[src/hdl/tcpd_pkg.sv]
`timescale 1ns / 1ps
`default_nettype none
// ----------------------------------------------------------------------------
// tcpd_pkg
// Shared types, codes and default sizes of the two-class priority dispatcher.
// ----------------------------------------------------------------------------
package tcpd_pkg;

  // Default pool and queue sizes
  localparam int DEF_NUM_SERVERS = 5;
  localparam int DEF_QUEUE_DEPTH = 64;
  localparam int DEF_ID_BITS     = 10;

  // Kind of work the front end hands to the back end
  typedef enum logic [1:0] {
    OP_ARRIVE_LOW  = 2'd0,
    OP_ARRIVE_HIGH = 2'd1,
    OP_FINISH      = 2'd2
  } tcpd_kind_t;

  // Result status codes
  typedef enum logic [1:0] {
    ST_OK          = 2'd0,
    ST_DROPPED     = 2'd1,
    ST_IDLE_FINISH = 2'd2
  } tcpd_status_t;

  // Classified command as it travels from front to back
  typedef struct packed {
    tcpd_kind_t kind;
    logic       srv_ok;   // server index lies inside the pool
  } tcpd_op_t;

endpackage
`default_nettype wire

[src/hdl/tcpd_front.sv]
`timescale 1ns / 1ps
`default_nettype none
// ----------------------------------------------------------------------------
// tcpd_front
// Accepts input transfers, classifies each command and holds it in a
// two-entry queue until the back end takes it.
// ----------------------------------------------------------------------------
module tcpd_front #(
  parameter  int NUM_SERVERS = tcpd_pkg::DEF_NUM_SERVERS,
  parameter  int ID_BITS     = tcpd_pkg::DEF_ID_BITS,
  localparam int SRV_W       = (NUM_SERVERS > 1) ? $clog2(NUM_SERVERS) : 1
) (
  input  logic                 clk,
  input  logic                 rst,
  input  logic                 in_valid,
  output logic                 in_stall,
  input  logic                 command,
  input  logic [ID_BITS-1:0]   requester_id,
  input  logic                 high_class,
  input  logic [SRV_W-1:0]     server_index,
  output logic                 q_valid,
  output tcpd_pkg::tcpd_op_t   q_op,
  output logic [ID_BITS-1:0]   q_id,
  output logic [SRV_W-1:0]     q_idx,
  input  logic                 q_take
);
  import tcpd_pkg::*;

  tcpd_op_t           new_op;
  logic               push;
  logic               to_head;
  logic [1:0]         cnt;
  tcpd_op_t           s0_op, s1_op;
  logic [ID_BITS-1:0] s0_id, s1_id;
  logic [SRV_W-1:0]   s0_idx, s1_idx;

  // Classify the incoming command
  always_comb begin
    if (command) begin
      new_op.kind = OP_FINISH;
    end else if (high_class) begin
      new_op.kind = OP_ARRIVE_HIGH;
    end else begin
      new_op.kind = OP_ARRIVE_LOW;
    end
    new_op.srv_ok = ({1'b0, server_index} < (SRV_W + 1)'(NUM_SERVERS));
  end

  assign in_stall = (cnt == 2'd2);
  assign push     = in_valid && !in_stall;
  assign to_head  = push && ((cnt == 2'd0) || (cnt == 2'd1 && q_take));

  // Track queue occupancy
  always_ff @(posedge clk) begin
    if (rst) begin
      cnt <= 2'd0;
    end else if (push && !q_take) begin
      cnt <= cnt + 2'd1;
    end else if (q_take && !push) begin
      cnt <= cnt - 2'd1;
    end
  end

  // Shift entries toward the head and write new transfers behind them
  always_ff @(posedge clk) begin
    if (to_head) begin
      s0_op  <= new_op;
      s0_id  <= requester_id;
      s0_idx <= server_index;
    end else if (q_take) begin
      s0_op  <= s1_op;
      s0_id  <= s1_id;
      s0_idx <= s1_idx;
    end
    if (push && !to_head) begin
      s1_op  <= new_op;
      s1_id  <= requester_id;
      s1_idx <= server_index;
    end
  end

  assign q_valid = (cnt != 2'd0);
  assign q_op    = s0_op;
  assign q_id    = s0_id;
  assign q_idx   = s0_idx;

endmodule
`default_nettype wire

[src/hdl/tcpd_back.sv]
`timescale 1ns / 1ps
`default_nettype none
// ----------------------------------------------------------------------------
// tcpd_back
// Carries out one classified command: pushes into the high or low wait
// FIFO, frees a server, dispatches one waiter to the lowest free server and
// presents the result in an output register.
// ----------------------------------------------------------------------------
module tcpd_back #(
  parameter  int NUM_SERVERS = tcpd_pkg::DEF_NUM_SERVERS,
  parameter  int QUEUE_DEPTH = tcpd_pkg::DEF_QUEUE_DEPTH,
  parameter  int ID_BITS     = tcpd_pkg::DEF_ID_BITS,
  localparam int SRV_W       = (NUM_SERVERS > 1) ? $clog2(NUM_SERVERS) : 1,
  localparam int CNT_W       = $clog2(QUEUE_DEPTH + 1),
  localparam int FREE_W      = $clog2(NUM_SERVERS + 1)
) (
  input  logic                 clk,
  input  logic                 rst,
  input  logic                 q_valid,
  input  tcpd_pkg::tcpd_op_t   q_op,
  input  logic [ID_BITS-1:0]   q_id,
  input  logic [SRV_W-1:0]     q_idx,
  output logic                 q_take,
  output logic                 out_valid,
  input  logic                 out_stall,
  output logic                 dispatched,
  output logic [ID_BITS-1:0]   served_id,
  output logic [SRV_W-1:0]     assigned_server,
  output logic                 served_high,
  output logic [CNT_W-1:0]     high_count,
  output logic [CNT_W-1:0]     low_count,
  output logic [FREE_W-1:0]    free_servers,
  output logic [1:0]           status
);
  import tcpd_pkg::*;

  localparam int PTR_W = $clog2(QUEUE_DEPTH);

  typedef enum logic [2:0] {
    S_IDLE = 3'b001,
    S_READ = 3'b010,
    S_HOLD = 3'b100
  } state_t;

  state_t state, state_next;

  logic [ID_BITS-1:0]     hi_mem [QUEUE_DEPTH];
  logic [ID_BITS-1:0]     lo_mem [QUEUE_DEPTH];
  logic [ID_BITS-1:0]     hi_rd, lo_rd;
  logic [PTR_W-1:0]       hi_head, hi_tail, lo_head, lo_tail, rd_addr;
  logic [CNT_W-1:0]       hi_cnt, lo_cnt;
  logic [NUM_SERVERS-1:0] busy;
  logic [FREE_W-1:0]      free_cnt;

  logic                   res_disp, res_high;
  logic [SRV_W-1:0]       res_srv;
  logic [CNT_W-1:0]       res_hcnt, res_lcnt;
  logic [FREE_W-1:0]      res_free;
  tcpd_status_t           res_status;

  logic                   exec;
  logic                   push_hi, push_lo, fin;
  logic                   hi_full, lo_full, hi_we, lo_we;
  logic                   srv_busy, free_req;
  logic [NUM_SERVERS-1:0] busy_a, busy_next;
  logic [CNT_W-1:0]       hi_cnt_a, lo_cnt_a, hi_cnt_next, lo_cnt_next;
  logic [SRV_W-1:0]       pick;
  logic                   any_free, disp, take_hi, take_lo;
  logic [FREE_W-1:0]      free_next;
  tcpd_status_t           status_c;

  function automatic logic [PTR_W-1:0] ptr_inc(input logic [PTR_W-1:0] p);
    return (p == PTR_W'(QUEUE_DEPTH - 1)) ? '0 : p + 1'b1;
  endfunction

  assign exec   = (state == S_IDLE) && q_valid;
  assign q_take = exec;

  // Apply the command and decide the dispatch
  always_comb begin
    push_hi  = (q_op.kind == OP_ARRIVE_HIGH);
    push_lo  = (q_op.kind == OP_ARRIVE_LOW);
    fin      = (q_op.kind == OP_FINISH);
    hi_full  = (hi_cnt == CNT_W'(QUEUE_DEPTH));
    lo_full  = (lo_cnt == CNT_W'(QUEUE_DEPTH));
    hi_we    = push_hi && !hi_full;
    lo_we    = push_lo && !lo_full;
    srv_busy = q_op.srv_ok && busy[q_idx];
    free_req = fin && srv_busy;

    if ((push_hi && hi_full) || (push_lo && lo_full)) begin
      status_c = ST_DROPPED;
    end else if (fin && !srv_busy) begin
      status_c = ST_IDLE_FINISH;
    end else begin
      status_c = ST_OK;
    end

    busy_a   = free_req ? (busy & ~(NUM_SERVERS'(1) << q_idx)) : busy;
    hi_cnt_a = hi_cnt + CNT_W'(hi_we);
    lo_cnt_a = lo_cnt + CNT_W'(lo_we);

    // Find the lowest-numbered free server
    pick = '0;
    for (int i = NUM_SERVERS - 1; i >= 0; i--) begin
      if (!busy_a[i]) begin
        pick = SRV_W'(i);
      end
    end
    any_free = !(&busy_a);

    disp    = any_free && ((hi_cnt_a != '0) || (lo_cnt_a != '0));
    take_hi = disp && (hi_cnt_a != '0);
    take_lo = disp && !take_hi;

    hi_cnt_next = hi_cnt_a - CNT_W'(take_hi);
    lo_cnt_next = lo_cnt_a - CNT_W'(take_lo);
    busy_next   = disp ? (busy_a | (NUM_SERVERS'(1) << pick)) : busy_a;
    free_next   = free_cnt + FREE_W'(free_req) - FREE_W'(disp);
  end

  // Sequence execute, memory read and result hold
  always_comb begin
    case (state)
      S_IDLE:  state_next = q_valid ? S_READ : S_IDLE;
      S_READ:  state_next = S_HOLD;
      S_HOLD:  state_next = out_stall ? S_HOLD : S_IDLE;
      default: state_next = S_IDLE;
    endcase
  end

  // Update control state
  always_ff @(posedge clk) begin
    if (rst) begin
      state    <= S_IDLE;
      hi_head  <= '0;
      hi_tail  <= '0;
      hi_cnt   <= '0;
      lo_head  <= '0;
      lo_tail  <= '0;
      lo_cnt   <= '0;
      busy     <= '0;
      free_cnt <= FREE_W'(NUM_SERVERS);
    end else begin
      state <= state_next;
      if (exec) begin
        hi_cnt   <= hi_cnt_next;
        lo_cnt   <= lo_cnt_next;
        busy     <= busy_next;
        free_cnt <= free_next;
        if (hi_we) begin
          hi_tail <= ptr_inc(hi_tail);
        end
        if (lo_we) begin
          lo_tail <= ptr_inc(lo_tail);
        end
        if (take_hi) begin
          hi_head <= ptr_inc(hi_head);
        end
        if (take_lo) begin
          lo_head <= ptr_inc(lo_head);
        end
      end
    end
  end

  // Capture the result fields known at execute time
  always_ff @(posedge clk) begin
    if (exec) begin
      res_disp   <= disp;
      res_high   <= take_hi;
      res_srv    <= disp ? pick : '0;
      res_hcnt   <= hi_cnt_next;
      res_lcnt   <= lo_cnt_next;
      res_free   <= free_next;
      res_status <= status_c;
      rd_addr    <= take_hi ? hi_head : lo_head;
    end
  end

  // High wait FIFO memory
  always_ff @(posedge clk) begin
    if (exec && hi_we) begin
      hi_mem[hi_tail] <= q_id;
    end
    if ((state == S_READ) && res_high) begin
      hi_rd <= hi_mem[rd_addr];
    end
  end

  // Low wait FIFO memory
  always_ff @(posedge clk) begin
    if (exec && lo_we) begin
      lo_mem[lo_tail] <= q_id;
    end
    if ((state == S_READ) && !res_high) begin
      lo_rd <= lo_mem[rd_addr];
    end
  end

  assign out_valid       = (state == S_HOLD);
  assign dispatched      = res_disp;
  assign served_id       = res_disp ? (res_high ? hi_rd : lo_rd) : '0;
  assign assigned_server = res_srv;
  assign served_high     = res_high;
  assign high_count      = res_hcnt;
  assign low_count       = res_lcnt;
  assign free_servers    = res_free;
  assign status          = res_status;

`ifndef SYNTHESIS
  a_free_matches_map: assert property (@(posedge clk) disable iff (rst)
    free_cnt == FREE_W'(NUM_SERVERS - $countones(busy)))
    else $error("free server count out of step with busy map");

  a_count_bound: assert property (@(posedge clk) disable iff (rst)
    (hi_cnt <= CNT_W'(QUEUE_DEPTH)) && (lo_cnt <= CNT_W'(QUEUE_DEPTH)))
    else $error("wait FIFO count beyond depth");

  a_dispatch_marks_busy: assert property (@(posedge clk) disable iff (rst)
    out_valid && res_disp |-> busy[res_srv])
    else $error("dispatched server is not marked busy");

  a_read_then_hold: assert property (@(posedge clk) disable iff (rst)
    (state == S_READ) |=> (state == S_HOLD))
    else $error("memory read not followed by result hold");
`endif

endmodule
`default_nettype wire

[src/hdl/two_class_priority_dispatcher.sv]
`timescale 1ns / 1ps
`default_nettype none
// ----------------------------------------------------------------------------
// two_class_priority_dispatcher
// Strict-priority two-class wait queues feeding a pool of servers.
// ----------------------------------------------------------------------------
// Each input transfer is either an arrival (pushed to the high or low wait
// FIFO) or a finish (frees the named server); after it, at most one waiter is
// dispatched, high class first, to the lowest-numbered free server, and one
// result transfer follows. A two-entry front queue accepts and classifies
// transfers while the back end works; the back end takes each item through
// execute, registered FIFO memory read and result register, and takes no new
// item until that result has left, which waits while out_stall is high. A
// push into a full FIFO is dropped with status 1; a finish for an idle or
// nonexistent server changes nothing and gives status 2.
module two_class_priority_dispatcher #(
  parameter  int NUM_SERVERS = tcpd_pkg::DEF_NUM_SERVERS,
  parameter  int QUEUE_DEPTH = tcpd_pkg::DEF_QUEUE_DEPTH,
  parameter  int ID_BITS     = tcpd_pkg::DEF_ID_BITS,
  localparam int SRV_W       = (NUM_SERVERS > 1) ? $clog2(NUM_SERVERS) : 1,
  localparam int CNT_W       = $clog2(QUEUE_DEPTH + 1),
  localparam int FREE_W      = $clog2(NUM_SERVERS + 1)
) (
  input  logic                clk,
  input  logic                rst,
  input  logic                in_valid,
  output logic                in_stall,
  input  logic                command,
  input  logic [ID_BITS-1:0]  requester_id,
  input  logic                high_class,
  input  logic [SRV_W-1:0]    server_index,
  output logic                out_valid,
  input  logic                out_stall,
  output logic                dispatched,
  output logic [ID_BITS-1:0]  served_id,
  output logic [SRV_W-1:0]    assigned_server,
  output logic                served_high,
  output logic [CNT_W-1:0]    high_count,
  output logic [CNT_W-1:0]    low_count,
  output logic [FREE_W-1:0]   free_servers,
  output logic [1:0]          status
);
  import tcpd_pkg::*;

  logic               q_valid;
  logic               q_take;
  tcpd_op_t           q_op;
  logic [ID_BITS-1:0] q_id;
  logic [SRV_W-1:0]   q_idx;

  // Accept and classify transfers
  tcpd_front #(
    .NUM_SERVERS (NUM_SERVERS),
    .ID_BITS     (ID_BITS)
  ) u_front (
    .clk          (clk),
    .rst          (rst),
    .in_valid     (in_valid),
    .in_stall     (in_stall),
    .command      (command),
    .requester_id (requester_id),
    .high_class   (high_class),
    .server_index (server_index),
    .q_valid      (q_valid),
    .q_op         (q_op),
    .q_id         (q_id),
    .q_idx        (q_idx),
    .q_take       (q_take)
  );

  // Execute commands and dispatch waiters
  tcpd_back #(
    .NUM_SERVERS (NUM_SERVERS),
    .QUEUE_DEPTH (QUEUE_DEPTH),
    .ID_BITS     (ID_BITS)
  ) u_back (
    .clk             (clk),
    .rst             (rst),
    .q_valid         (q_valid),
    .q_op            (q_op),
    .q_id            (q_id),
    .q_idx           (q_idx),
    .q_take          (q_take),
    .out_valid       (out_valid),
    .out_stall       (out_stall),
    .dispatched      (dispatched),
    .served_id       (served_id),
    .assigned_server (assigned_server),
    .served_high     (served_high),
    .high_count      (high_count),
    .low_count       (low_count),
    .free_servers    (free_servers),
    .status          (status)
  );

endmodule
`default_nettype wire
[config.mk]
export PLATFORM = sky130hd
export DESIGN_NAME = two_class_priority_dispatcher
export DESIGN_NICKNAME = d
export VERILOG_FILES = /design/src/hdl/tcpd_pkg.sv /design/src/hdl/tcpd_front.sv /design/src/hdl/tcpd_back.sv /design/src/hdl/two_class_priority_dispatcher.sv
export SDC_FILE = /design/constraint.sdc
export NUM_CORES = 1
export LEC_CHECK = 0
export CORE_UTILIZATION = 63
export DETAILED_ROUTE_END_ITERATION = 6
export DONT_BUFFER_PORTS = 1
export GPL_ROUTABILITY_DRIVEN = 0
export GPL_TIMING_DRIVEN = 0
export PLACE_DENSITY = 0.84
export SYNTH_ARGS = -nofsm -noshare
export SYNTH_HDL_FRONTEND = slang
export SYNTH_SLANG_ARGS = --single-unit
[constraint.sdc]
create_clock -name clk -period 4.7 [get_ports clk]
set_input_delay 0 -clock clk [delete_from_list [all_inputs] [get_ports clk]]
set_output_delay 0 -clock clk [all_outputs]
set_load 0.02 [all_outputs]
==> metrics.yaml <==
post_drt_wl_per_cell_um: 37.1
synth-simple-area-share: 0.0318
endpoint_kind: "flip-flop"
maxSlewHeadroom: 0.0462
final_cells: 4052
path_class: "flip-flop to flip-flop"
synthMostInstantiatedCell: "edfxtp_1"
crit_fanout: 10
clock_latency_ns: 0.78
hpwl_um: 91000
yosysTopAreaCellShare: 0.741
hold_class: "input pin to flip-flop"
grt_first_pass_wirelength_um: 214000
syn-instance-count: 2562
cp_data_arrival_time_ns: 5.16
synth.cell_area_um2: 55200
synth_warnings: 0
drv_cap: 0
crit_chain: "clkbuf_1, clkbuf_1, clkbuf_1, mux4_2, mux4_2, a22oi_1, nand2_1"
cts_buffers: 137
reg2reg_to: "u_back.hi_rd[1]$_DFFE_PP_"
top_level_ports: 55
violations: "design-rule violations"
synthFlopType: "edfxtp_1"
core-area_um2: 86800
start_util: 0.636
viasPerCell: 7.29
dp_cells: 3762
num_vias: 29500
required_ns: 5.18
leakagePower_nw: 19.6
fin_nets: 2817
cp-startpoint: "u_back.rd_addr[1]$_DFFE_PP_"
die_height_um: 298
synth_seq_cells: 1413
port_buffers: 0
row_count: 108
powerDensity_nw_per_um2: 642
path_clk_slew_ns: 0.06
multi_input_area_um2: 12700
drtAntennaViolNets: 0
critical_path.max_stage_delay_ns: 0.89
synthArstFlopShare: 0
wl_um: 150000
antenna_found_initial: 7
yosys-top-cells-count: "edfxtp_1, mux4_2, nor2_1, nand2_1, clkbuf_1"
first_iter_violations: 4838
muxShareOfSynthArea: 0.171
hold_viol_final: 0
final-setup-viol-count: 0
r2r_cells: 7
drc_errors: 3
seq_area_frac_synth: 0.760
crit_slowest_cell: "clkbuf_1"
worst_path_most_repeated_cell: "clkbuf_1"
ir_worst_vdd_mv: 0.528
clock_sinks: 1413
outcome: "finished with violations"
rr_startpoint: "u_back.rd_addr[1]$_DFFE_PP_"
cts_max_level: 4
die_w_um: 298
hold-worst-slack_ns: 0.0826
grt_max_degree: 40
clock_skew_ns: 0.0367
synth.net_count: 2600
regArea_um2: 41900
nFillCells: 4629
overflow: 0
gr-usage-all-layers: 0.346
drtPass1Iterations: 7
clock_path_buffers: 3
slew_viol_final: 0
rrSetupSlack_ns: 0.02
layout-drive-gt1-share: 0.256
p_total_mw: 40.2
synth_top_family_by_area: "multiplexers"
syn2layout_area_growth_pct: 13.4
finalSetupTns_ns: 0
min_period_ns: 4.68
synth.distinct_cells: 66
synth_top_cell_by_area: "edfxtp_1"
avgSynthCellArea_um2: 21.5
fmax_mhz: 214
yosys-top-cells-area: "edfxtp_1, mux4_2, dfxtp_1"
synth_compound_area_frac: 0.0165
crit_path_end: "u_back.hi_rd[1]$_DFFE_PP_"
synth-xor-area-share: 0.00460
synthAdderAreaFrac: 0.00445
cp-start-kind: "flip-flop"
grt_pass1_vias: 30100
die_area_um2: 88800
cts.root.buffer_cell: "clkbuf_16"
worstMarginPinSlew_ns: 1.43
finalCoreUtilization: 0.721
synth_edf_count: 1362
rsz0062_at_grt: "no"
cts_tree: "done"
finalCritPeriodShare: 0.996
[sequential cells by signal, indices dropped and copies added (netlist names), 3 cells and up]
register	count
u_back.state	3
u_back.low_count	7
u_front.s1_id	10
u_back.hi_cnt	7
u_back.lo_head	6
u_back.high_count	7
u_back.free_cnt	3
u_back.rd_addr	6
u_back.lo_tail	6
u_back.lo_cnt	7
u_back.assigned_server	3
u_back.hi_rd	10
u_front.q_id	10
u_back.hi_tail	6
u_back.busy	5
u_front.q_op	3
u_front.q_idx	3
u_front.s1_op	3
u_front.s1_idx	3
u_back.hi_head	6
u_back.free_servers	3
u_back.hi_mem	640
u_back.lo_mem	640
u_back.lo_rd	10
[layout make-up]
| cell class | instances | share of cell area |
|---|---|---|
| buffer | 134 | 0.00920 |
| clock inverter | 82 | 0.0113 |
| sequential | 1413 | 0.670 |
| antenna | 5 | 0.000200 |
| multi-input combinational | 993 | 0.202 |
| tap | 1155 | 0.0231 |
| clock buffer | 170 | 0.0578 |
| inverter | 20 | 0.00120 |
| timing repair buffer | 80 | 0.0248 |
[kinds of logic after synthesis]
kind of cell	Yosys count
muxes	438
and+or+nand+nor	374
adders and majority gates	19
DFF	1413
buffers and inverters	156
xor gates and xnor gates	29
AOI/OAI and AO/OA	133
[report_power, final]
part | internal (mW) | total [mW] | switching, mW
Clock | 5.91 | 10.7 | 4.83
Combinational | 5.07 | 12.6 | 7.55
Sequential | 16.1 | 16.8 | 0.681
Total | 27.1 | 40.2 | 13.1
[worst min-delay path by stage]
stage | from | to | slack [ns] | depth (start not counted)
after floorplan | requester_id[0] | u_front.s1_id[0]$_DFFE_PP_ | 0.1 | 0
after global placement | requester_id[5] | u_front.s1_id[5]$_DFFE_PP_ | 0.1 | 0
after detailed placement | requester_id[7] | u_front.s1_id[7]$_DFFE_PP_ | 0.1 | 0
after CTS | high_class | u_front.s1_op[1]$_DFFE_PP_ | 0.07 | 2
after global routing | high_class | u_front.s1_op[1]$_DFFE_PP_ | 0.11 | 2
final | high_class | u_front.s1_op[1]$_DFFE_PP_ | 0.08 | 2
[through the flow]
stage | cell area, um2 | worst slack, ns
floorplan | 55200 | 0.530
global placement | 56600 | -0.132
detailed placement | 57800 | -0.359
CTS | 62500 | 0.00346
global route | 62500 | 0.0118
finish | 62600 | 0.0196
[worst max-delay path, delay by kind of cell, from the launching register on]
kind,cells,cell delay [ns]
flops,1,0.37
buf+inv,3,2.05
compound gates,1,0.85
simple gates,1,0.12
mux,2,0.98
[repair_timing]
action	in CTS	in global routing
buffers inserted	1	1
endpoints found under the hold margin	60	0
gates resized for setup	6	7
endpoints found under the setup margin	13	10
pin swaps	1	1
hold buffers	33	0
[cells in the final DEF (no fill, tap or decap), types with 5 or more instances in the layout]
master / n
buf_2: 41
a21oi_1: 29
mux4_2: 401
nand3b_1: 10
inv_6: 6
xnor2_1: 15
nand2b_1: 7
nand2_1: 83
a211oi_1: 6
clkbuf_16: 139
and2_1: 5
dfxtp_1: 51
o21ai_0: 18
buf_16: 42
clkinv_2: 29
edfxtp_1: 1362
inv_1: 18
mux2_2: 23
nand4_1: 5
nor2_1: 170
clkinv_8: 7
xor2_1: 14
ha_1: 14
dlygate4sd3_1: 33
clkinv_1: 28
nand3_1: 20
mux2i_1: 14
a22oi_1: 40
clkbuf_1: 104
buf_1: 13
nor2b_1: 20
bufinv_16: 7
nor3_1: 8
o211ai_1: 5
diode_2: 5
or3_1: 15
a311oi_1: 5
and3_1: 5
[layer usage]
metal	GRT usage	routed length, um
met3	0.0982	17000
met4	0.193	10300
met2	0.562	74200
met1	0.422	48800
met5	0.00920	154
Power figures use the tool's default switching activity.
